### src/hdl/abv_pkg.sv
// Constants, widths and helper functions for the rotation axis/angle block.
// No dependencies; imported by every module of the block.
package abv_pkg;

    localparam int UNIT_FRAC    = 30;
    localparam int AXIS_FRAC    = 14;
    localparam int CORDIC_STEPS = 17;
    localparam int SQ_STEPS     = 32;
    localparam int CW           = 48;   // CORDIC x/y width
    localparam int AW           = 20;   // CORDIC angle accumulator width

    localparam logic [63:0]          AXIS_EPS_SQ = 64'd1152922;
    localparam logic signed [AW-1:0] HALF_PI_Q16 = 20'sd102944;
    localparam logic [16:0]          ANGLE_MAX   = 17'd25736;

    function automatic logic signed [AW-1:0] atan_q16(input int i);
        case (i)
            0:       return 20'sd51472;
            1:       return 20'sd30386;
            2:       return 20'sd16055;
            3:       return 20'sd8150;
            4:       return 20'sd4091;
            5:       return 20'sd2047;
            6:       return 20'sd1024;
            7:       return 20'sd512;
            8:       return 20'sd256;
            9:       return 20'sd128;
            10:      return 20'sd64;
            11:      return 20'sd32;
            12:      return 20'sd16;
            13:      return 20'sd8;
            14:      return 20'sd4;
            15:      return 20'sd2;
            default: return 20'sd1;
        endcase
    endfunction

    // magnitude of a two's complement word; -2^31 maps to 2^31
    function automatic logic [31:0] mag32(input logic [31:0] v);
        return v[31] ? 32'(~v + 32'd1) : v;
    endfunction

    // left shift that brings the largest magnitude to at least 2^30
    function automatic logic [4:0] norm_shift(input logic [31:0] mx);
        logic [4:0] k;
        k = '0;
        for (int i = 0; i < 30; i++) begin
            if (mx[i]) k = 5'(30 - i);
        end
        if (mx[31] || mx[30]) k = '0;
        return k;
    endfunction

    // |v| / 2^30 rounded half away from zero
    function automatic logic [31:0] rnd30(input logic signed [63:0] v);
        logic [63:0] m;
        m = v[63] ? 64'(-v) : 64'(v);
        m = (m + (64'd1 << 29)) >> 30;
        return m[31:0];
    endfunction

    // arithmetic shift right truncating toward zero
    function automatic logic signed [CW-1:0] shr_trunc(input logic signed [CW-1:0] v,
                                                       input int s);
        logic [CW-1:0] m;
        m = v[CW-1] ? CW'(-v) : CW'(v);
        m = m >> s;
        return v[CW-1] ? $signed(CW'(-m)) : $signed(m);
    endfunction

endpackage

### src/hdl/abv_sqrt_cell.sv
// One digit step of a pipelined 64-bit integer square root.
// Depends on abv_pkg.
module abv_sqrt_cell #(
    parameter int STEP = 0,
    parameter int SW   = 1
) (
    input  logic          aclk,
    input  logic          aresetn,
    input  logic          en,
    input  logic          in_valid,
    input  logic [63:0]   in_v,
    input  logic [63:0]   in_r,
    input  logic [SW-1:0] in_side,
    output logic          out_valid,
    output logic [63:0]   out_v,
    output logic [63:0]   out_r,
    output logic [SW-1:0] out_side
);
    import abv_pkg::*;

    localparam logic [63:0] BIT = 64'd1 << (62 - 2 * STEP);

    logic          valid_reg;
    logic [63:0]   v_reg, r_reg, v_next, r_next, trial;
    logic [SW-1:0] side_reg;

    always_comb begin
        trial = in_r + BIT;
        if (in_v >= trial) begin
            v_next = in_v - trial;
            r_next = (in_r >> 1) + BIT;
        end else begin
            v_next = in_v;
            r_next = in_r >> 1;
        end
    end

    always_ff @(posedge aclk) begin
        if (!aresetn) begin
            valid_reg <= 1'b0;
        end else if (en) begin
            valid_reg <= in_valid;
        end
    end

    always_ff @(posedge aclk) begin
        if (en) begin
            v_reg    <= v_next;
            r_reg    <= r_next;
            side_reg <= in_side;
        end
    end

    assign out_valid = valid_reg;
    assign out_v     = v_reg;
    assign out_r     = r_reg;
    assign out_side  = side_reg;
endmodule

### config.mk
export PLATFORM = sky130hd
export DESIGN_NAME = abv_sqrt_cell
export DESIGN_NICKNAME = d
export VERILOG_FILES = /design/src/hdl/abv_pkg.sv /design/src/hdl/abv_sqrt_cell.sv
export SDC_FILE = /design/constraint.sdc
export NUM_CORES = 1
export LEC_CHECK = 0
export BUFFER_PORTS_ARGS = -buffer_cell sky130_fd_sc_hd__buf_2
export CORE_ASPECT_RATIO = 0.9
export CORE_MARGIN = 5
export CORE_UTILIZATION = 40
export CTS_BUF_LIST = sky130_fd_sc_hd__clkbuf_2 sky130_fd_sc_hd__clkbuf_4 sky130_fd_sc_hd__clkbuf_8
export DETAILED_ROUTE_END_ITERATION = 8
export PLACE_DENSITY = 0.67
export SYNTH_ARGS = -nofsm -noshare
export SYNTH_HDL_FRONTEND = slang
export SYNTH_SLANG_ARGS = --single-unit
### constraint.sdc
create_clock -name aclk -period 3.22 [get_ports aclk]
set_input_delay 0.483 -clock aclk [delete_from_list [all_inputs] [get_ports aclk]]
set_output_delay 0.483 -clock aclk [all_outputs]
set_load 0.03 [all_outputs]
=== Yosys cells after proc, flatten, opt, wreduce, memory -nomap -nowiden ===
Index checks and enable logic that the tools add are counted.

* Memory bits (writable): 0
* Register bits: 130
* Output and inout port bits: 130
* Memories kept: 0
* Word-level logic and storage cells: 11
* Latch bits: 0
* ROM bits: 0
* Input port bits: 133

* $lt $le $gt $ge: 1
* Muxes and demuxes: 2
* Equal/unequal tests: 0
* Shifts and indexed selects: 0
* Reduce and logical (&&, ||, !) cells: 0
* $add $sub $neg: 3
* Bitwise gates (word level): 0
* Multiply operators: 0
* Divide/modulo/power cells: 0

{| class="wikitable"
|+ Operators by type and width
! kind !! count
|-
| $add A63 B63 Y64 const B || 1
|-
| $add A64 B63 Y64 const B || 1
|-
| $ge A64 B64 Y1 || 1
|-
| $mux W64 || 1
|-
| $sub A64 B64 Y64 || 1
|-
| $mux W63 || 1
|}

=== Logic depth before layout (Yosys ltp) ===
Gate-level depths: netlist (run 1).

* Depth after elaboration: 3
* Gate-level depth with buffers: 15
* Mapped depth without buffers: 13

=== Worst setup path after synthesis (run 1) ===
OpenSTA, ideal clock, no wires.

* Path kind: in2reg
* From: input port in_v[0]
* To: register v_reg[62] (netlist: out_v[62]), data pin
* Stages on the path: 14
* Setup slack: 0.141 ns
* Required time: 2.951 ns
* Arrival: 2.810 ns
* Setup time: 0.269 ns
* Path through: inv_1 ha_1 fa_1 nor2b_1 o21a_1 o211ai_2 a31o_2 nand2_2 a311oi_2 a31oi_4 nor2_4 buf_6 nor4bb_1 nor4_2

* Word-level cells in the longest chain between the ends: 2
* Elaborated cells between the ends (all ways): 3
* Classes of those cells: add/sub: 1; order compare: 1; mux: 1

{| class="wikitable"
|+ Ends and longest elaborated chain
! item !! RTL line !! source
|-
| from (decl) || abv_sqrt_cell.sv:11 || <nowiki>input logic [63:0] in_v,</nowiki>
|-
| $sub A64 B64 Y64 / $ge A64 B64 Y1 (equally long branches) || abv_sqrt_cell.sv:30, abv_sqrt_cell.sv:29 ||
|-
| $mux W64 (*) || abv_sqrt_cell.sv:29 || <nowiki>if (in_v >= trial) begin</nowiki>
|-
| net v_next[62] || abv_sqrt_cell.sv:24 || <nowiki>logic [63:0] v_reg, r_reg, v_next, r_next, trial;</nowiki>
|-
| to (signal assigned) || abv_sqrt_cell.sv:48 || <nowiki>v_reg <= v_next;</nowiki>
|-
| to (decl) || abv_sqrt_cell.sv:24 ||
|}

The timed path passes the listed nets; every way through them passes the cells marked *.
A chain may end at the register's enable or synchronous reset.

=== Worst setup path in the final report (run 1) ===
* From: input port in_v[0]
* To: register v_reg[60] (netlist: out_v[60]), data pin

The elaborated chain is that of the path after synthesis.

==> flow_metrics.env, run 1 <==
export IMPL_status="completed"
export IMPL_p_sw_share_pct=37.0
export IMPL_clkTransAtPathRegs_ns=0.09
export IMPL_postRouteAntennaNets=0
export IMPL_p_sw_mw=1.99
export IMPL_hold_violations=0
export IMPL_min_period_ns=3.01
export IMPL_seqPwrFrac_pct=40.2
export IMPL_grt_pass1_vias=7879
export IMPL_antenna_found_initial=1
export IMPL_fp_dieH_um=151
export IMPL_relSlewSlack_pct=52.9
export IMPL_cp_num_buf_inv=3
export IMPL_core_mm2=0.0216
export IMPL_syn_mean_instance_area_um2=9.60
export IMPL_postCtsSetupBuffers=0
export IMPL_drv_slew=0
export IMPL_fin_util_pct=52.6
export IMPL_setup_viol=0
export IMPL_grt_max_degree=70
export IMPL_crit_path_max_incr_delay_ns=0.51
export IMPL_clock_skew_final_ns=0
export IMPL_start_util_pct=40.6
export IMPL_async_reset_ff_share_pct=0
export IMPL_post_route_period_util_pct=93.5
export IMPL_postCtsHoldBufs=0
export IMPL_crit_chain="buf_2, inv_1, ha_1, fa_1, nor2b_1, o21a_1, o211ai_2, a31o_2, nand2_2, a311oi_2, buf_4, o211ai_1, a41oi_1, xor2_1, o21ai_0"
export IMPL_total_leakage_power_nw=5.29
export IMPL_p_per_area_mw_per_mm2=471
export IMPL_max_clock_freq_mhz=332
export IMPL_overflow=0
export IMPL_critical_path_required_ns=3.42
export IMPL_finalSetupTns_ns=0
export IMPL_syn_cell_area_mm2=0.00879
export IMPL_rsz0062_at_grt="false"
export IMPL_fp_row_count=51
export IMPL_pin_count=263
export IMPL_final_cell_count_no_fill=1557
export IMPL_synth_cells=916
export IMPL_ys_seq_area_share_pct=44.3
export IMPL_clk_latency_ns=0.45
export IMPL_hold_path_class="input port to register"
export IMPL_grt_pass1_wl_um=40600
export IMPL_cts_root_buf="clkbuf_8"
export IMPL_comb_power_share_pct=36.9
export IMPL_nets=1450
export IMPL_ir_worst_vdd_mv=0.259
export IMPL_htree_levels=4
export IMPL_first_pass_iters=5
export IMPL_route_detailed_drc=0
export IMPL_area_growth_syn_to_layout_pct=29.4
export IMPL_finalWirelength_um=25700
export IMPL_crit_path_max_fanout=4
export IMPL_dr_first_iter_drc_count=689
export IMPL_power_internal_mw=3.38
export IMPL_yosys_warnings=0
export IMPL_vias=7978
export IMPL_dpl_hpwl_um=20700
export IMPL_path_class="input port to register"
export IMPL_cts_sinks=130
export IMPL_track_usage_pct=20.1
export IMPL_cp_slowest_cell="o211ai_1"
export IMPL_arrival_ns=3.21
export IMPL_tightest_slew_ns=0.706
export IMPL_hold_ws_ns=0.210
export IMPL_io_buffers=262
export IMPL_drv_cap=0
export IMPL_wire_per_inst_um=16.5
export IMPL_synth_flop_cell="edfxtp_1"
export IMPL_synth_edf_count=129
export IMPL_die_x_um=166
export IMPL_drive_gt1_share_pct=31.9
export IMPL_p_clk_share_pct=22.9
export IMPL_numCtsBuffers=17
export IMPL_syn_num_nets=1114
export IMPL_cts_tree="done"
export IMPL_yosys_register_bits=130
export IMPL_via_per_inst=5.12
export IMPL_path_delay_family="compound AO/OA/AOI/OAI gates"
export IMPL_cts_max_path_buffers=2
export IMPL_n_fill_cell=2008
export IMPL_dieArea_mm2=0.0250
export IMPL_dp_cells=1524
export IMPL_gp_routability_congestion=0.888
export IMPL_synth_distinct_cells=65
export IMPL_start_kind="input port"
export IMPL_cp_end_kind="register"
==> cell type report <==
type,count,area [um2],share of cell area (%)
Tap cell,291,364,3.20
Clock buffer,18,241,2.12
Inverter,80,300,2.64
Antenna cell,1,2.50,0.0220
Clock inverter,14,93.8,0.825
Sequential cell,130,3890,34.2
Timing Repair Buffer,354,2060,18.1
Multi-Input combinational cell,669,4420,38.9
==> state kept, by name, indices dropped and copies added (netlist names) <==
signal and cells:
out_valid 1, out_r 64, out_v 64, out_side 1
==> path summary, 6_finish.rpt <==
kind         slack [ns]  startpoint  cells after the start        end
max                0.21     in_v[0]                     15  out_v[60]
min                0.21    in_r[10]                      1   out_r[9]
max reg2reg        2.63   out_valid                      2  out_valid
min reg2reg        0.52   out_valid                      2  out_valid
==> layout by cell type (no fill, tap or decap), types with 9 or more instances in the layout <==
master,n
buf_2,261
edfxtp_1,129
nand2_1,106
buf_4,88
o21ai_0,87
a21oi_1,86
inv_1,80
ha_1,64
a21o_1,45
nor2_1,37
xnor2_1,33
xor2_1,25
nand4_1,24
o21bai_1,21
clkbuf_8,17
nor3_1,15
nand3_1,9
o21a_1,9
nor2b_1,9
==> synth_stat cells (21+ instances only) <==
| library cell | number | share of area (%) |
|---|---|---|
| a21o_1 | 45 | 3.8 |
| a21oi_1 | 86 | 4.9 |
| edfxtp_1 | 129 | 44 |
| ha_1 | 64 | 9.1 |
| inv_1 | 80 | 3.4 |
| nand2_1 | 106 | 4.5 |
| nand4_1 | 24 | 1.7 |
| nor2_1 | 37 | 1.6 |
| o21ai_0 | 88 | 5.0 |
| o21bai_1 | 21 | 1.8 |
| xnor2_1 | 33 | 3.3 |
| xor2_1 | 25 | 2.5 |
==> layer usage <==
layer | vias to the layer above | GRT usage [%] | share of wire, %
li1 | 4019 | - | -
met1 | 3643 | 27.8 | 47
met2 | 297 | 31.6 | 44
met3 | 19 | 5.30 | 7.8
met4 | 0 | 5.60 | 1.1
met5 | - | 0 | 0
==> worst reg2reg max path, cell delays in order, from the launching register on <==
cell     delay, ns
dfxtp_1       0.31
mux2i_1       0.12
nor2b_1       0.06
==> cell families after synthesis <==
logic type	after synthesis	share of synthesized area, %
compound gates	303	21.4
simple gates	236	12.9
flops	130	44.3
buf+inv	117	5.39
fa+ha+maj	65	9.34
xor+xnor	58	5.78
mux	7	0.868
==> repair_timing <==
action,CTS,global route
endpoints found under the hold margin,0,0
resized for setup,0,1
endpoints found under the setup margin,0,3
==> stage by stage <==
stage	setup slack (ns)	total power [mW]	cell area, um2
floorplan	0.141	3.46	8790
global placement	-0.184	4.15	11000
detailed placement	-0.259	4.17	11000
CTS	0.231	5.42	11400
global route	0.0227	5.69	11400
finish	0.210	5.36	11400
==> power by group through the flow <==
| stage | Clock, mW | Sequential (mW) | Combinational, mW |
|---|---|---|---|
| after floorplan | 0 | 2.61 | 0.847 |
| after global placement | 0 | 2.19 | 1.96 |
| after detailed placement | 0 | 2.19 | 1.97 |
| after CTS | 1.28 | 2.16 | 1.98 |
| after global routing | 1.36 | 2.17 | 2.16 |
| final | 1.23 | 2.15 | 1.98 |
Note: power is estimated with default switching activity, not from simulation.
==> run 2: changes to the inputs <==
--- a/config.mk
+++ b/config.mk
@@ -7,7 +7,7 @@
 export LEC_CHECK = 0
 export BUFFER_PORTS_ARGS = -buffer_cell sky130_fd_sc_hd__buf_2
 export CORE_ASPECT_RATIO = 0.9
-export CORE_MARGIN = 5
+export CORE_MARGIN = 2
 export CORE_UTILIZATION = 40
 export CTS_BUF_LIST = sky130_fd_sc_hd__clkbuf_2 sky130_fd_sc_hd__clkbuf_4 sky130_fd_sc_hd__clkbuf_8
 export DETAILED_ROUTE_END_ITERATION = 8
==> flow_metrics.env, run 2 (synthesized netlist as in run 1, its figures left out) <==
export IMPL_p_sw_mw=1.99
export IMPL_total_leakage_power_nw=5.35
export IMPL_clk_latency_ns=0.45
export IMPL_core_mm2=0.0216
export IMPL_insertedDiodeCount=0
export IMPL_seqPwrFrac_pct=38.4
export IMPL_cts_max_path_buffers=2
export IMPL_power_internal_mw=3.62
export IMPL_route_detailed_drc=0
export IMPL_cp_end_kind="register"
export IMPL_p_clk_share_pct=26.3
export IMPL_drv_cap=0
export IMPL_hold_ws_ns=0.205
export IMPL_numCtsBuffers=17
export IMPL_path_class="input port to register"
export IMPL_die_x_um=160
export IMPL_dpl_cell_area_mm2=0.0111
export IMPL_rsz0062_at_grt="false"
export IMPL_final_cell_count_no_fill=1565
export IMPL_layout_common_cells="buf_2, edfxtp_1, nand2_1"
export IMPL_fin_area_mm2=0.0115
export IMPL_dp_cells=1534
export IMPL_dieArea_mm2=0.0232
export IMPL_fin_util_pct=53.2
export IMPL_p_sw_share_pct=35.5
export IMPL_final_common_cell="buf_2"
export IMPL_max_clock_freq_mhz=333
export IMPL_crit_path_max_fanout=4
export IMPL_cts_tree="done"
export IMPL_finalWirelength_um=24800
export IMPL_postRouteAntennaNets=0
export IMPL_track_usage_pct=21.1
export IMPL_antenna_found_initial=0
export IMPL_fp_row_count=51
export IMPL_relSlewSlack_pct=54.6
export IMPL_htree_levels=4
export IMPL_cts_root_buf="clkbuf_8"
export IMPL_area_growth_syn_to_layout_pct=30.9
export IMPL_vias=7968
export IMPL_clkTransAtPathRegs_ns=0.08
export IMPL_p_per_area_mw_per_mm2=488
export IMPL_pin_count=263
export IMPL_hold_path_class="input port to register"
export IMPL_first_pass_iters=5
export IMPL_critical_path_required_ns=3.41
export IMPL_cts_resized=0
export IMPL_clock_skew_final_ns=0
export IMPL_setup_viol=0
export IMPL_start_util_pct=40.6
export IMPL_tightest_slew_ns=0.681
export IMPL_finalSetupTns_ns=0
export IMPL_start_kind="input port"
export IMPL_n_fill_cell=1996
export IMPL_overflow=0
export IMPL_drv_slew=0
export IMPL_drive_gt1_share_pct=32.4
export IMPL_grt_pass1_vias=7733
export IMPL_hold_violations=0
export IMPL_dr_first_iter_drc_count=494
export IMPL_comb_power_share_pct=35.3
export IMPL_wire_per_inst_um=15.8
export IMPL_io_buffers=262
export IMPL_postCtsSetupBuffers=0
export IMPL_fp_dieH_um=145
export IMPL_ir_worst_vdd_mv=0.306
export IMPL_postCtsHoldBufs=0
export IMPL_grt_pass1_wl_um=38600
export IMPL_cts_sinks=130
export IMPL_via_per_inst=5.09
export IMPL_status="completed"
export IMPL_nets=1460
export IMPL_arrival_ns=3.20
export IMPL_post_route_period_util_pct=93.3
export IMPL_dpl_hpwl_um=19800
export IMPL_min_period_ns=3.00
export IMPL_gp_routability_congestion=0.894
export IMPL_grt_max_degree=67
## run 2: cell count changes in the layout (fill, tap and decap cells not counted), sizes merged
cell,change
inv,+2
buf,+10
bufinv,+3
clkinv,-6
diode,-1
## run 2: area by class of cell
cell class / count / area [um2] / area share, %
multi-input combinational: 669 / 4420 / 38.5
sequential: 130 / 3890 / 33.8
timing repair buffer: 364 / 2120 / 18.4
tap: 291 / 364 / 3.16
inverter: 80 / 300 / 2.61
clock buffer: 18 / 241 / 2.10
clock inverter: 13 / 160 / 1.39
## run 2: worst paths after layout
path                   from   endpoint  slack [ns]  cells past startpoint
setup / recovery    in_v[0]  out_v[60]        0.22                     14
hold / removal      in_side   out_side        0.20                      1
setup reg to reg  out_valid  out_valid        2.62                      2
hold reg to reg   out_valid  out_valid        0.53                      2
## run 2: power by group through the flow
| stage | logic, mW | registers (mW) | clock network (mW) |
|---|---|---|---|
| finish | 1.98 | 2.16 | 1.48 |
| global route | 2.16 | 2.18 | 1.57 |
| CTS | 1.99 | 2.16 | 1.52 |
| detailed placement | 1.97 | 2.20 | 0 |
| global placement | 1.96 | 2.19 | 0 |
| floorplan | 0.847 | 2.61 | 0 |
## run 2: metrics by stage
stage | worst slack (ns) | total power, mW
2_1_floorplan | 0.141 | 3.46
3_3_place_gp | -0.180 | 4.16
3_5_place_dp | -0.285 | 4.17
4_1_cts | 0.212 | 5.66
5_1_grt | 0.0228 | 5.91
6_report | 0.216 | 5.62
## run 2: routing by layer
metal  up-vias  global-route usage (%)  share of wire (%)
li1       4043                       -                  -
met1      3643                    29.1                 47
met4         0                    5.74                1.4
met2       260                    33.4                 45
met3        22                    4.93                6.2
met5         -                       0                  0
## run 2: critical path, stage by stage
cell      delay, ns
buf_2          0.10
inv_1          0.07
ha_1           0.22
fa_1           0.21
nor2b_1        0.05
o21a_1         0.18
o211ai_2       0.16
a31o_2         0.20
nand2_2        0.09
a311oi_2       0.47
o211ai_1       0.31
a41oi_1        0.33
xor2_1         0.20
o21ai_0        0.11
