===== src/hdl/abv_pkg.sv =====
// Constants, widths and helper functions for the rotation axis/angle block.
// No dependencies; imported by every module of the block.
package abv_pkg;

    localparam int UNIT_FRAC    = 30;
    localparam int AXIS_FRAC    = 14;
    localparam int CORDIC_STEPS = 17;
    localparam int SQ_STEPS     = 32;
    localparam int CW           = 48;   // CORDIC x/y width
    localparam int AW           = 20;   // CORDIC angle accumulator width

    localparam logic [63:0]          AXIS_EPS_SQ = 64'd1152922;
    localparam logic signed [AW-1:0] HALF_PI_Q16 = 20'sd102944;
    localparam logic [16:0]          ANGLE_MAX   = 17'd25736;

    function automatic logic signed [AW-1:0] atan_q16(input int i);
        case (i)
            0:       return 20'sd51472;
            1:       return 20'sd30386;
            2:       return 20'sd16055;
            3:       return 20'sd8150;
            4:       return 20'sd4091;
            5:       return 20'sd2047;
            6:       return 20'sd1024;
            7:       return 20'sd512;
            8:       return 20'sd256;
            9:       return 20'sd128;
            10:      return 20'sd64;
            11:      return 20'sd32;
            12:      return 20'sd16;
            13:      return 20'sd8;
            14:      return 20'sd4;
            15:      return 20'sd2;
            default: return 20'sd1;
        endcase
    endfunction

    // magnitude of a two's complement word; -2^31 maps to 2^31
    function automatic logic [31:0] mag32(input logic [31:0] v);
        return v[31] ? 32'(~v + 32'd1) : v;
    endfunction

    // left shift that brings the largest magnitude to at least 2^30
    function automatic logic [4:0] norm_shift(input logic [31:0] mx);
        logic [4:0] k;
        k = '0;
        for (int i = 0; i < 30; i++) begin
            if (mx[i]) k = 5'(30 - i);
        end
        if (mx[31] || mx[30]) k = '0;
        return k;
    endfunction

    // |v| / 2^30 rounded half away from zero
    function automatic logic [31:0] rnd30(input logic signed [63:0] v);
        logic [63:0] m;
        m = v[63] ? 64'(-v) : 64'(v);
        m = (m + (64'd1 << 29)) >> 30;
        return m[31:0];
    endfunction

    // arithmetic shift right truncating toward zero
    function automatic logic signed [CW-1:0] shr_trunc(input logic signed [CW-1:0] v,
                                                       input int s);
        logic [CW-1:0] m;
        m = v[CW-1] ? CW'(-v) : CW'(v);
        m = m >> s;
        return v[CW-1] ? $signed(CW'(-m)) : $signed(m);
    endfunction

endpackage


===== src/hdl/abv_cordic_cell.sv =====
// One vectoring step of a pipelined CORDIC arctangent.
// Depends on abv_pkg.
module abv_cordic_cell #(
    parameter int STEP = 0,
    parameter int SW   = 1
) (
    input  logic                         aclk,
    input  logic                         aresetn,
    input  logic                         en,
    input  logic                         in_valid,
    input  logic signed [abv_pkg::CW-1:0] in_x,
    input  logic signed [abv_pkg::CW-1:0] in_y,
    input  logic signed [abv_pkg::AW-1:0] in_acc,
    input  logic [SW-1:0]                in_side,
    output logic                         out_valid,
    output logic signed [abv_pkg::CW-1:0] out_x,
    output logic signed [abv_pkg::CW-1:0] out_y,
    output logic signed [abv_pkg::AW-1:0] out_acc,
    output logic [SW-1:0]                out_side
);
    import abv_pkg::*;

    logic                 valid_reg;
    logic signed [CW-1:0] x_reg, y_reg, x_next, y_next, dx, dy;
    logic signed [AW-1:0] acc_reg, acc_next;
    logic [SW-1:0]        side_reg;

    always_comb begin
        dx = shr_trunc(in_y, STEP);
        dy = shr_trunc(in_x, STEP);
        if (in_y > 0) begin
            x_next   = in_x + dx;
            y_next   = in_y - dy;
            acc_next = in_acc + atan_q16(STEP);
        end else begin
            x_next   = in_x - dx;
            y_next   = in_y + dy;
            acc_next = in_acc - atan_q16(STEP);
        end
    end

    always_ff @(posedge aclk) begin
        if (!aresetn) begin
            valid_reg <= 1'b0;
        end else if (en) begin
            valid_reg <= in_valid;
        end
    end

    always_ff @(posedge aclk) begin
        if (en) begin
            x_reg    <= x_next;
            y_reg    <= y_next;
            acc_reg  <= acc_next;
            side_reg <= in_side;
        end
    end

    assign out_valid = valid_reg;
    assign out_x     = x_reg;
    assign out_y     = y_reg;
    assign out_acc   = acc_reg;
    assign out_side  = side_reg;
endmodule


===== config.mk =====
export PLATFORM = sky130hd
export DESIGN_NAME = abv_cordic_cell
export DESIGN_NICKNAME = d
export VERILOG_FILES = /design/src/hdl/abv_pkg.sv /design/src/hdl/abv_cordic_cell.sv
export SDC_FILE = /design/constraint.sdc
export NUM_CORES = 1
export LEC_CHECK = 0
export ABC_AREA = 1
export BUFFER_PORTS_ARGS = -buffer_cell sky130_fd_sc_hd__buf_4
export CAP_MARGIN = 20
export CORE_UTILIZATION = 55
export CTS_BUF_LIST = sky130_fd_sc_hd__clkbuf_16
export DETAILED_ROUTE_END_ITERATION = 8
export PLACE_DENSITY_LB_ADDON = 0.1
export SETUP_SLACK_MARGIN = 0.4
export SYNTH_ARGS = -nofsm -noshare
export SYNTH_HDL_FRONTEND = slang
export SYNTH_SLANG_ARGS = --single-unit

===== constraint.sdc =====
create_clock -name aclk -period 4.4 [get_ports aclk]
set_clock_uncertainty 0.2 [all_clocks]
set_input_delay 0.22 -clock aclk [delete_from_list [all_inputs] [get_ports aclk]]
set_output_delay 0.22 -clock aclk [all_outputs]
set_load 0.005 [all_outputs]

==> results of run 1 <==
cell families after synthesis:
kind of cell,Yosys count,share of synthesized area
compound gates,341,0.0995
simple gates,2025,0.454
xor+xnor,199,0.0924
fa+ha+maj,117,0.0767
flops,117,0.181
buf+inv,476,0.0963
through the flow:
step / TNS (ns) / utilization / hold WS, ns
after floorplan: -0.100 / - / 0.113
after global placement: -26.14 / 0.856 / 0.198
after detailed placement: -38.77 / 0.856 / 0.202
==> report_table.html, run 1 <==
<table>
<tr><th>Metric</th><th>Value</th></tr>
<tr><th colspan="2">Yosys</th></tr>
<tr><td>Leading register cell type out of synthesis</td><td>sky130_fd_sc_hd__edfxtp_1</td></tr>
<tr><td>Cell count after synthesis</td><td>3275</td></tr>
<tr><td>Library cells used by synthesis</td><td>58</td></tr>
<tr><td>Biggest area consumer among synthesized cells</td><td>sky130_fd_sc_hd__nand2_1</td></tr>
<tr><td>Top area cells in the synthesized netlist</td><td>sky130_fd_sc_hd__nand2_1, sky130_fd_sc_hd__edfxtp_1, sky130_fd_sc_hd__nor2_1</td></tr>
<tr><td>Synthesized netlist net count</td><td>about 3500</td></tr>
<tr><td>Dominant cell by count in the synthesized netlist</td><td>sky130_fd_sc_hd__nand2_1</td></tr>
<tr><td>Top cell type's share of synthesized area</td><td>0.202</td></tr>
<tr><td>Top cells by count, synth</td><td>sky130_fd_sc_hd__nand2_1, sky130_fd_sc_hd__nor2_1, sky130_fd_sc_hd__inv_1, sky130_fd_sc_hd__nand3_1, sky130_fd_sc_hd__a21oi_1</td></tr>
<tr><td>Mapped Avg Cell Area</td><td>5.92 um^2</td></tr>
<tr><td>Number of flip-flops and latches in the synthesized netlist</td><td>117</td></tr>
<tr><td>Number of enable-type register cells in the synthesized netlist</td><td>between 100 and 150</td></tr>
<tr><td>Share of flip-flops with an asynchronous set or reset</td><td>0</td></tr>
<tr><td>Yosys warns</td><td>0</td></tr>
<tr><td>Area of the mapped netlist</td><td>between 15000 and 20000 um^2</td></tr>
<tr><td>Sequential cell area fraction in the yosys report</td><td>0.181</td></tr>
<tr><th colspan="2">Floorplanning</th></tr>
<tr><td>Die extent in y</td><td>~190 um</td></tr>
<tr><td>Initial Util</td><td>0.560</td></tr>
<tr><td>Width of the die</td><td>between 150 and 200 um</td></tr>
<tr><td>I/O pin cnt</td><td>239</td></tr>
<tr><td>Number of placement rows</td><td>between 60 and 70</td></tr>
<tr><th colspan="2">Placement</th></tr>
<tr><td>Number of port buffers</td><td>roughly 240</td></tr>
<tr><td>Post-DP HPWL</td><td>approximately 64000 um</td></tr>
<tr><td>Placed cell area</td><td>29600 um^2</td></tr>
<tr><td>Cell count after placement</td><td>4916</td></tr>
<tr><td>Worst setup slack before clock tree synthesis</td><td>-1.04 ns</td></tr>
<tr><td>Final weighted congestion in routability-driven placement</td><td>around 1.1</td></tr>
<tr><th colspan="2">Clock tree</th></tr>
<tr><td>CTS Hold Buffers Added</td><td>9</td></tr>
<tr><td>Total CTS buffers</td><td>17</td></tr>
<tr><td>Buffer levels on the longest clock path</td><td>2</td></tr>
<tr><td>CTS H-tree depth</td><td>4</td></tr>
<tr><td>Buffer count from post-CTS setup fixing</td><td>111</td></tr>
<tr><td>Total clock sinks</td><td>between 100 and 150</td></tr>
<tr><td>CTS root buffer</td><td>sky130_fd_sc_hd__clkbuf_16</td></tr>
<tr><td>Cts repair resizes</td><td>693</td></tr>
<tr><th colspan="2">Outcome</th></tr>
<tr><td>Result of the run</td><td>aborted with a tool error</td></tr>
<tr><td>Halt point of the flow</td><td>clock tree synthesis</td></tr>
<tr><td>First Err</td><td>[ERROR DPL-0033] detailed placement checks failed during check placement.</td></tr>
</table>
==> run 2, diff against run 1 <==
--- a/config.mk
+++ b/config.mk
@@ -8,11 +8,9 @@
 export ABC_AREA = 1
 export BUFFER_PORTS_ARGS = -buffer_cell sky130_fd_sc_hd__buf_4
 export CAP_MARGIN = 20
-export CORE_UTILIZATION = 55
-export CTS_BUF_LIST = sky130_fd_sc_hd__clkbuf_16
+export CORE_UTILIZATION = 40
 export DETAILED_ROUTE_END_ITERATION = 8
-export PLACE_DENSITY_LB_ADDON = 0.1
-export SETUP_SLACK_MARGIN = 0.4
+export PLACE_DENSITY_LB_ADDON = 0.15
 export SYNTH_ARGS = -nofsm -noshare
 export SYNTH_HDL_FRONTEND = slang
 export SYNTH_SLANG_ARGS = --single-unit
==> constraint.sdc (replaced) <==
create_clock -name aclk -period 5.72 [get_ports aclk]
set_clock_uncertainty 0.2 [all_clocks]
set_input_delay 0.286 -clock aclk [delete_from_list [all_inputs] [get_ports aclk]]
set_output_delay 0.286 -clock aclk [all_outputs]
set_load 0.005 [all_outputs]
==> run 2 against run 1 <==
- area after synthesis is the same
- synthesized cell count is the same
- the flow now finishes without violations
==> report_table.html, run 2 <==
<table>
<tr><th>Metric</th><th>Value</th></tr>
<tr><th colspan="2">Critical path</th></tr>
<tr><td>Longest individual stage delay on the worst path</td><td>approximately 0.54 ns</td></tr>
<tr><td>Critical Path Start Type</td><td>primary input</td></tr>
<tr><td>CP Capture Type</td><td>register</td></tr>
<tr><td>Critical R2R Launch</td><td>out_valid$_SDFFE_PN0P_</td></tr>
<tr><td>Largest driver fanout on the critical path</td><td>7</td></tr>
<tr><td>Critical-path cell with the highest stage delay</td><td>sky130_fd_sc_hd__dlygate4sd3_1</td></tr>
<tr><td>Category of the most critical setup path</td><td>primary input to register</td></tr>
<tr><td>Cells on worst reg2reg path</td><td>3</td></tr>
<tr><td>Worst EP arrival</td><td>between 5 and 6 ns</td></tr>
<tr><td>Critical path required time</td><td>5.75 ns</td></tr>
<tr><td>Terminus of the critical flop-to-flop path</td><td>out_valid$_SDFFE_PN0P_</td></tr>
<tr><td>Register-to-Register Setup Slack</td><td>around 4.3 ns</td></tr>
<tr><th colspan="2">Clock tree</th></tr>
<tr><td>TritonCTS clock tree</td><td>built</td></tr>
<tr><td>Total clock sinks</td><td>117</td></tr>
<tr><td>Total CTS buffers</td><td>17</td></tr>
<tr><td>Buffer levels on the longest clock path</td><td>2</td></tr>
<tr><td>CTS root buffer</td><td>sky130_fd_sc_hd__clkbuf_16</td></tr>
<tr><td>CTS H-tree depth</td><td>4</td></tr>
<tr><td>CTS clk-pin slew, worst paths</td><td>~0.060 ns</td></tr>
<tr><td>Skew-Pair Late Insertion Delay</td><td>between 0.4 and 0.5 ns</td></tr>
<tr><th colspan="2">Placement</th></tr>
<tr><td>Post-DP HPWL</td><td>roughly 60000 um</td></tr>
<tr><td>Worst setup slack before clock tree synthesis</td><td>~0.015 ns</td></tr>
<tr><td>Number of port buffers</td><td>238</td></tr>
<tr><td>Final weighted congestion in routability-driven placement</td><td>slightly below 1</td></tr>
<tr><td>Cell count after placement</td><td>~4300</td></tr>
<tr><th colspan="2">Floorplanning</th></tr>
<tr><td>Number of placement rows</td><td>80</td></tr>
<tr><td>Floorplan Core Area</td><td>about 48000 um^2</td></tr>
<tr><td>Die extent in y</td><td>approximately 220 um</td></tr>
<tr><td>Die area</td><td>about 49000 um^2</td></tr>
<tr><td>Width of the die</td><td>between 200 and 250 um</td></tr>
<tr><td>Initial Util</td><td>0.406</td></tr>
<tr><td>I/O pin cnt</td><td>between 200 and 250</td></tr>
<tr><th colspan="2">Yosys</th></tr>
<tr><td>Top cell type's share of synthesized area</td><td>0.202</td></tr>
<tr><td>Top cells by count, synth</td><td>sky130_fd_sc_hd__nand2_1, sky130_fd_sc_hd__nor2_1, sky130_fd_sc_hd__inv_1, sky130_fd_sc_hd__nand3_1, sky130_fd_sc_hd__a21oi_1</td></tr>
<tr><td>Top area cells in the synthesized netlist</td><td>sky130_fd_sc_hd__nand2_1, sky130_fd_sc_hd__edfxtp_1, sky130_fd_sc_hd__nor2_1</td></tr>
<tr><td>Synthesized netlist net count</td><td>approximately 3500</td></tr>
<tr><td>Number of enable-type register cells in the synthesized netlist</td><td>~120</td></tr>
<tr><td>Leading register cell type out of synthesis</td><td>sky130_fd_sc_hd__edfxtp_1</td></tr>
<tr><td>Cell count after synthesis</td><td>between 3000 and 4000</td></tr>
<tr><td>Biggest area consumer among synthesized cells</td><td>sky130_fd_sc_hd__nand2_1</td></tr>
<tr><td>Mapped Avg Cell Area</td><td>around 5.9 um^2</td></tr>
<tr><td>Number of flip-flops and latches in the synthesized netlist</td><td>117</td></tr>
<tr><td>Yosys warns</td><td>0</td></tr>
<tr><td>Share of flip-flops with an asynchronous set or reset</td><td>0</td></tr>
<tr><td>Library cells used by synthesis</td><td>58</td></tr>
<tr><td>Dominant cell by count in the synthesized netlist</td><td>sky130_fd_sc_hd__nand2_1</td></tr>
<tr><td>Area of the mapped netlist</td><td>19400 um^2</td></tr>
<tr><td>Sequential cell area fraction in the yosys report</td><td>0.181</td></tr>
<tr><th colspan="2">Timing</th></tr>
<tr><td>Hold WS</td><td>0.0839 ns</td></tr>
<tr><td>Worst slew margin relative to its limit</td><td>0.436</td></tr>
<tr><td>Setup-violating endpoint count in the final report</td><td>0</td></tr>
<tr><td>Summed negative setup slack over all endpoints</td><td>0 ns</td></tr>
<tr><td>Final Cycle Share</td><td>0.937</td></tr>
<tr><td>Slew at the pin with the worst max-slew slack</td><td>about 0.85 ns</td></tr>
<tr><td>Count of pins over their slew limit</td><td>0</td></tr>
<tr><td>FMAX</td><td>roughly 190 MHz</td></tr>
<tr><td>Post-route setup slack</td><td>0.358 ns</td></tr>
<tr><td>Final period demand of the worst path</td><td>~5.4 ns</td></tr>
<tr><td>Count of endpoints failing hold in the final timing report</td><td>0</td></tr>
<tr><th colspan="2">Final layout</th></tr>
<tr><td>Final nets</td><td>3911</td></tr>
<tr><td>Post-Layout Cell Count</td><td>about 4300</td></tr>
<tr><td>Diode insertion count for antenna repair</td><td>0</td></tr>
<tr><td>Count of filler cells inserted in the layout</td><td>slightly above 5000</td></tr>
<tr><td>Commonest cells after routing, fill and taps aside</td><td>sky130_fd_sc_hd__nand2_1, sky130_fd_sc_hd__nor2_1, sky130_fd_sc_hd__buf_4</td></tr>
<tr><td>Commonest non-fill, non-tap cell in the layout</td><td>sky130_fd_sc_hd__nand2_1</td></tr>
<tr><td>Relative area change from synthesis to final layout</td><td>24.3%</td></tr>
<tr><td>Flip-flop count of the largest register, all copies and words added</td><td>between 40 and 50</td></tr>
<tr><td>Fraction of layout instances using a drive strength above 1</td><td>0.195</td></tr>
<tr><th colspan="2">Routing</th></tr>
<tr><td>Via total after detailed routing</td><td>approximately 22000</td></tr>
<tr><td>Number of detailed-routing iterations run before antenna repair</td><td>6</td></tr>
<tr><td>Antenna Nets Post-Route</td><td>0</td></tr>
<tr><td>Number of remaining DRC errors</td><td>0</td></tr>
<tr><td>Met2 routed wirelength</td><td>~32000 um</td></tr>
<tr><td>Wire length on met1</td><td>approximately 32000 um</td></tr>
<tr><td>Average wire per standard cell</td><td>16.2 um</td></tr>
<tr><td>Detailed-route wire length</td><td>69700 um</td></tr>
<tr><td>WL met3</td><td>approximately 3500 um</td></tr>
<tr><td>Top routing layer used</td><td>met4</td></tr>
<tr><td>Violation count after the first detailed-route iteration</td><td>1737</td></tr>
<tr><td>Post-DR vias/cell</td><td>just over 5</td></tr>
<tr><th colspan="2">Power and ir drop</th></tr>
<tr><td>Net switching fraction of the power</td><td>0.404</td></tr>
<tr><td>Total net switching power</td><td>between 2 and 2.5 mW</td></tr>
<tr><td>Int Pwr</td><td>between 3 and 4 mW</td></tr>
<tr><td>Worst IR Drop VDD</td><td>between 100 and 150 uV</td></tr>
<tr><td>Power density over cell area</td><td>222 nW/um^2</td></tr>
<tr><td>Clock group share of total power</td><td>0.202</td></tr>
<tr><td>Pleak</td><td>12.1 nW</td></tr>
<tr><td>Sequential group share of total power</td><td>0.247</td></tr>
<tr><td>Comb power frac</td><td>0.551</td></tr>
<tr><td>Overall power after layout</td><td>between 5 and 6 mW</td></tr>
<tr><th colspan="2">Hold path</th></tr>
<tr><td>Hold endpoint</td><td>out_acc[18]$_DFFE_PP_</td></tr>
<tr><td>Hold Startpoint</td><td>in_acc[18]</td></tr>
<tr><td>Type of the most critical hold path</td><td>primary input to register</td></tr>
<tr><td>Hold-critical path depth</td><td>3</td></tr>
<tr><th colspan="2">Global route</th></tr>
<tr><td>Wire length of the first global-routing pass</td><td>between 100000 and 150000 um</td></tr>
<tr><td>Via count of the first global-routing pass</td><td>roughly 20000</td></tr>
<tr><td>Residual overflow from global routing</td><td>0</td></tr>
<tr><td>Maximum number of pins on one net before global-route repair</td><td>62</td></tr>
<tr><td>Overall Global Routing Usage</td><td>0.282</td></tr>
<tr><td>Antenna violations before repair</td><td>0</td></tr>
<tr><th colspan="2">Flow run</th></tr>
<tr><td>Max-cap check violation count</td><td>0</td></tr>
<tr><th colspan="2">Outcome</th></tr>
<tr><td>Result of the run</td><td>completed</td></tr>
</table>
-- run 2: worst max-delay path, delay by kind of cell --
| family | cells | cell delay, ns |
|---|---|---|
| compound gates | 3 | 0.71 |
| xor+xnor | 2 | 0.31 |
| fa+ha+maj | 1 | 0.31 |
| buf+inv | 6 | 1.22 |
| simple gates | 20 | 2.57 |
-- run 2: how the worst max path moves through the flow --
stage / startpoint / endpoint / slack, ns / depth (start not counted)
floorplan: in_y[47] / out_x[41]$_DFFE_PP_ / 0.74 / 29
finish: in_x[1] / out_y[46]$_DFFE_PP_ / 0.36 / 32
global route: in_x[1] / out_y[42]$_DFFE_PP_ / -0.02 / 36
detailed placement: in_y[0] / out_x[41]$_DFFE_PP_ / 0.01 / 29
global placement: in_y[0] / out_x[47]$_DFFE_PP_ / 0.06 / 37
CTS: in_x[1] / out_y[45]$_DFFE_PP_ / 0.08 / 34
-- run 2: repair_timing --
item	in CTS	in global routing
hold buffers	12	0
endpoints found under the setup margin	0	22
setup buffers	0	4
endpoints found under the hold margin	11	0
gates resized for setup	0	115
-- run 2: power groups by stage --
stage / sequential (mW) / combinational (mW) / clock (mW)
5_1_grt: 1.34 / 3.24 / 1.14
3_3_place_gp: 1.33 / 2.86 / 0
3_5_place_dp: 1.33 / 2.85 / 0
4_1_cts: 1.32 / 2.88 / 1.12
2_1_floorplan: 1.35 / 1.59 / 0
6_report: 1.32 / 2.94 / 1.08
-- run 2: layout make-up --
type                       count  area [um^2]  area share
tap                          615          769      0.0319
timing repair buffer         426         3250       0.135
multi-input combinational   2682        14400       0.597
clock inverter                 8          100     0.00415
sequential                   117         3500       0.145
clock buffer                  24          482      0.0200
inverter                     429         1610      0.0669
-- run 2: cell families (layout without fill, tap and decap cells) --
kind of cell / count (synthesis) / in the layout / share of synthesized area
adders and majority gates: 117 / 117 / 0.0767
xor gates and xnor gates: 199 / 199 / 0.0924
buffers and inverters: 476 / 887 / 0.0963
and+or+nand+nor: 2025 / 2025 / 0.454
AOI/OAI and AO/OA: 341 / 341 / 0.0995
DFF: 117 / 117 / 0.181
-- run 2: per-layer routing --
metal  track usage  vias up
met2         0.469      618
li1              -    11400
met4        0.0894        0
met3        0.0317       73
met5             0        -
met1         0.379     9890
-- run 2: metrics by stage --
stage / area [um^2] / util
6_report: 24100 / 0.505
5_1_grt: 24100 / 0.505
4_1_cts: 23700 / 0.497
3_5_place_dp: 23000 / 0.482
3_3_place_gp: 23000 / 0.482
2_1_floorplan: 19400 / -
(Power assumes the default switching activity.)
==> run 3, diff against run 2 <==
--- a/config.mk
+++ b/config.mk
@@ -8,6 +8,7 @@
 export ABC_AREA = 1
 export BUFFER_PORTS_ARGS = -buffer_cell sky130_fd_sc_hd__buf_4
 export CAP_MARGIN = 20
+export CORE_ASPECT_RATIO = 1.75
 export CORE_UTILIZATION = 40
 export DETAILED_ROUTE_END_ITERATION = 8
 export PLACE_DENSITY_LB_ADDON = 0.15
==> constraint.sdc (replaced) <==
create_clock -name aclk -period 5.88 [get_ports aclk]
set_clock_uncertainty 0.2 [all_clocks]
set_input_delay 0.294 -clock aclk [delete_from_list [all_inputs] [get_ports aclk]]
set_output_delay 0.294 -clock aclk [all_outputs]
set_load 0.005 [all_outputs]
==> run 3 against run 2 <==
- design area shrank 1.4%
- critical path depth grew 4
- final cell count shrank 0.35%
- power shrank 2.6%
- largest power group unchanged
==> report_table.html, run 3 (same netlist as run 2, synthesis figures left out) <==
<table>
<tr><th>Metric</th><th>Value</th></tr>
<tr><th colspan="2">Routing</th></tr>
<tr><td>Number of remaining DRC errors</td><td>0</td></tr>
<tr><td>Violation count after the first detailed-route iteration</td><td>approximately 1300</td></tr>
<tr><td>Antenna Nets Post-Route</td><td>0</td></tr>
<tr><td>Post-DR vias/cell</td><td>between 5 and 6</td></tr>
<tr><td>Average wire per standard cell</td><td>16.3 um</td></tr>
<tr><td>Number of detailed-routing iterations run before antenna repair</td><td>6</td></tr>
<tr><td>Detailed-route wire length</td><td>70100 um</td></tr>
<tr><td>Via total after detailed routing</td><td>between 20000 and 25000</td></tr>
<tr><th colspan="2">Floorplanning</th></tr>
<tr><td>Die extent in y</td><td>293 um</td></tr>
<tr><td>Width of the die</td><td>roughly 170 um</td></tr>
<tr><td>I/O pin cnt</td><td>roughly 240</td></tr>
<tr><td>Die area</td><td>between 40000 and 50000 um^2</td></tr>
<tr><td>Number of placement rows</td><td>between 100 and 150</td></tr>
<tr><td>Initial Util</td><td>0.406</td></tr>
<tr><td>Floorplan Core Area</td><td>between 40000 and 50000 um^2</td></tr>
<tr><th colspan="2">Timing</th></tr>
<tr><td>Post-route setup slack</td><td>around 0.51 ns</td></tr>
<tr><td>Count of pins over their slew limit</td><td>0</td></tr>
<tr><td>Slew at the pin with the worst max-slew slack</td><td>approximately 0.97 ns</td></tr>
<tr><td>Final Cycle Share</td><td>0.914</td></tr>
<tr><td>Setup-violating endpoint count in the final report</td><td>0</td></tr>
<tr><td>FMAX</td><td>between 150 and 200 MHz</td></tr>
<tr><td>Count of endpoints failing hold in the final timing report</td><td>0</td></tr>
<tr><td>Worst slew margin relative to its limit</td><td>0.354</td></tr>
<tr><td>Final period demand of the worst path</td><td>approximately 5.4 ns</td></tr>
<tr><td>Setup repair after global routing missed its margin</td><td>false</td></tr>
<tr><th colspan="2">Final layout</th></tr>
<tr><td>Flip-flop count of the largest register, all copies and words added</td><td>48</td></tr>
<tr><td>Area of the multi-input gates</td><td>14000 um^2</td></tr>
<tr><td>Post-Layout Cell Count</td><td>between 4000 and 5000</td></tr>
<tr><td>Commonest non-fill, non-tap cell in the layout</td><td>sky130_fd_sc_hd__nand2_1</td></tr>
<tr><td>Cell area after layout</td><td>23800 um^2</td></tr>
<tr><td>Relative area change from synthesis to final layout</td><td>22.6%</td></tr>
<tr><td>Final nets</td><td>~4000</td></tr>
<tr><td>Count of filler cells inserted in the layout</td><td>approximately 5200</td></tr>
<tr><td>Fraction of layout instances using a drive strength above 1</td><td>0.174</td></tr>
<tr><td>Commonest cells after routing, fill and taps aside</td><td>sky130_fd_sc_hd__nand2_1, sky130_fd_sc_hd__nor2_1, sky130_fd_sc_hd__buf_4</td></tr>
<tr><td>Register cell area after layout</td><td>around 3500 um^2</td></tr>
<tr><td>Final core utilization</td><td>0.498</td></tr>
<tr><th colspan="2">Critical path</th></tr>
<tr><td>Critical-path cell with the highest stage delay</td><td>sky130_fd_sc_hd__xor2_1</td></tr>
<tr><td>Critical path required time</td><td>between 5 and 6 ns</td></tr>
<tr><td>Critical R2R Launch</td><td>out_valid$_SDFFE_PN0P_</td></tr>
<tr><td>Most frequent CP cell</td><td>sky130_fd_sc_hd__nand2_1</td></tr>
<tr><td>Critical path launch point</td><td>in_y[1]</td></tr>
<tr><td>Category of the most critical setup path</td><td>primary input to register</td></tr>
<tr><td>Longest individual stage delay on the worst path</td><td>around 0.44 ns</td></tr>
<tr><td>Worst EP arrival</td><td>around 5.4 ns</td></tr>
<tr><td>CP Capture Type</td><td>register</td></tr>
<tr><td>Largest driver fanout on the critical path</td><td>6</td></tr>
<tr><td>Critical Path Start Type</td><td>primary input</td></tr>
<tr><th colspan="2">Clock tree</th></tr>
<tr><td>Total clock sinks</td><td>between 100 and 150</td></tr>
<tr><td>CTS clk-pin slew, worst paths</td><td>~0.070 ns</td></tr>
<tr><td>Buffer levels on the longest clock path</td><td>2</td></tr>
<tr><td>TritonCTS clock tree</td><td>built</td></tr>
<tr><td>Total CTS buffers</td><td>17</td></tr>
<tr><td>CTS H-tree depth</td><td>4</td></tr>
<tr><td>CTS root buffer</td><td>sky130_fd_sc_hd__clkbuf_16</td></tr>
<tr><td>Skew-Pair Late Insertion Delay</td><td>between 0.4 and 0.5 ns</td></tr>
<tr><td>Buffer count from post-CTS setup fixing</td><td>0</td></tr>
<tr><th colspan="2">Placement</th></tr>
<tr><td>Number of port buffers</td><td>238</td></tr>
<tr><td>Cell count after placement</td><td>roughly 4200</td></tr>
<tr><td>Placed cell area</td><td>between 20000 and 25000 um^2</td></tr>
<tr><td>Post-DP HPWL</td><td>59900 um</td></tr>
<tr><td>Final weighted congestion in routability-driven placement</td><td>~1.0</td></tr>
<tr><td>Worst setup slack before clock tree synthesis</td><td>-0.000800 ns</td></tr>
<tr><th colspan="2">Flow run</th></tr>
<tr><td>Max-cap check violation count</td><td>0</td></tr>
<tr><th colspan="2">Power and ir drop</th></tr>
<tr><td>Pleak</td><td>12.2 nW</td></tr>
<tr><td>Power density over cell area</td><td>219 nW/um^2</td></tr>
<tr><td>Worst IR Drop VDD</td><td>159 uV</td></tr>
<tr><th colspan="2">Global route</th></tr>
<tr><td>Via count of the first global-routing pass</td><td>20800</td></tr>
<tr><td>Maximum number of pins on one net before global-route repair</td><td>just under 70</td></tr>
<tr><td>Overall Global Routing Usage</td><td>0.284</td></tr>
<tr><td>Residual overflow from global routing</td><td>0</td></tr>
<tr><td>Wire length of the first global-routing pass</td><td>about 110000 um</td></tr>
<tr><td>Antenna violations before repair</td><td>1</td></tr>
<tr><th colspan="2">Hold path</th></tr>
<tr><td>Type of the most critical hold path</td><td>primary input to register</td></tr>
<tr><td>Hold Startpoint</td><td>in_y[0]</td></tr>
<tr><th colspan="2">Outcome</th></tr>
<tr><td>Result of the run</td><td>completed</td></tr>
</table>
==> run 3: critical path, delay by kind of cell <==
family,cells,cell delay (ns)
AO/OA/AOI/OAI,5,0.99
XOR/XNOR,2,0.59
adder cells (fa/ha/maj),2,0.60
buffers and inverters,4,0.43
AND/OR/NAND/NOR,23,2.50
==> run 3: per-stage QoR <==
step | hold slack (ns) | total power, mW | setup TNS (ns)
floorplan | 0.187 | 2.87 | 0
global placement | 0.272 | 4.11 | -0.0215
detailed placement | 0.274 | 4.11 | -0.000800
CTS | 0.0340 | 5.25 | 0
global route | 0.0584 | 5.56 | 0
finish | 0.0438 | 5.20 | 0
==> run 3: layout make-up <==
class,instances,share of cell area
multi-input cells,2682,0.590
flip-flops and latches,117,0.147
repair buffers,431,0.138
inverters,429,0.0679
well taps,594,0.0313
clock buffers,18,0.0185
clock inverters,14,0.00648
diodes,1,0.000105
==> run 3: repair_timing <==
action | in CTS | in global routing
hold buffers | 9 | 0
endpoints found under the hold margin | 8 | 0
setup endpoints to repair | 0 | 7
resized for setup | 0 | 4
==> run 3: per-layer routing <==
metal	wire length, um	global-route usage
met1	25500	0.284
met2	37300	0.548
met3	2270	0.0265
met4	4930	0.189
met5	0	0
==> run 3: worst paths after layout <==
check | slack, ns | endpoint | cells after the start
worst min-delay path | 0.04 | out_x[0]$_DFFE_PP_ | 3
worst max-delay path | 0.51 | out_x[47]$_DFFE_PP_ | 36
worst min register to register | 0.92 | out_valid$_SDFFE_PN0P_ | 3
worst max register to register | 4.45 | out_valid$_SDFFE_PN0P_ | 3
==> run 3: where the power goes <==
group / total (mW) / switching (mW) / internal (mW) / leakage [nW]
combinational: 2.82 / 1.63 / 1.19 / 10.7
clock: 1.10 / 0.467 / 0.637 / 0.283
sequential: 1.28 / 0.0589 / 1.22 / 1.14
total: 5.20 / 2.15 / 3.05 / 12.2
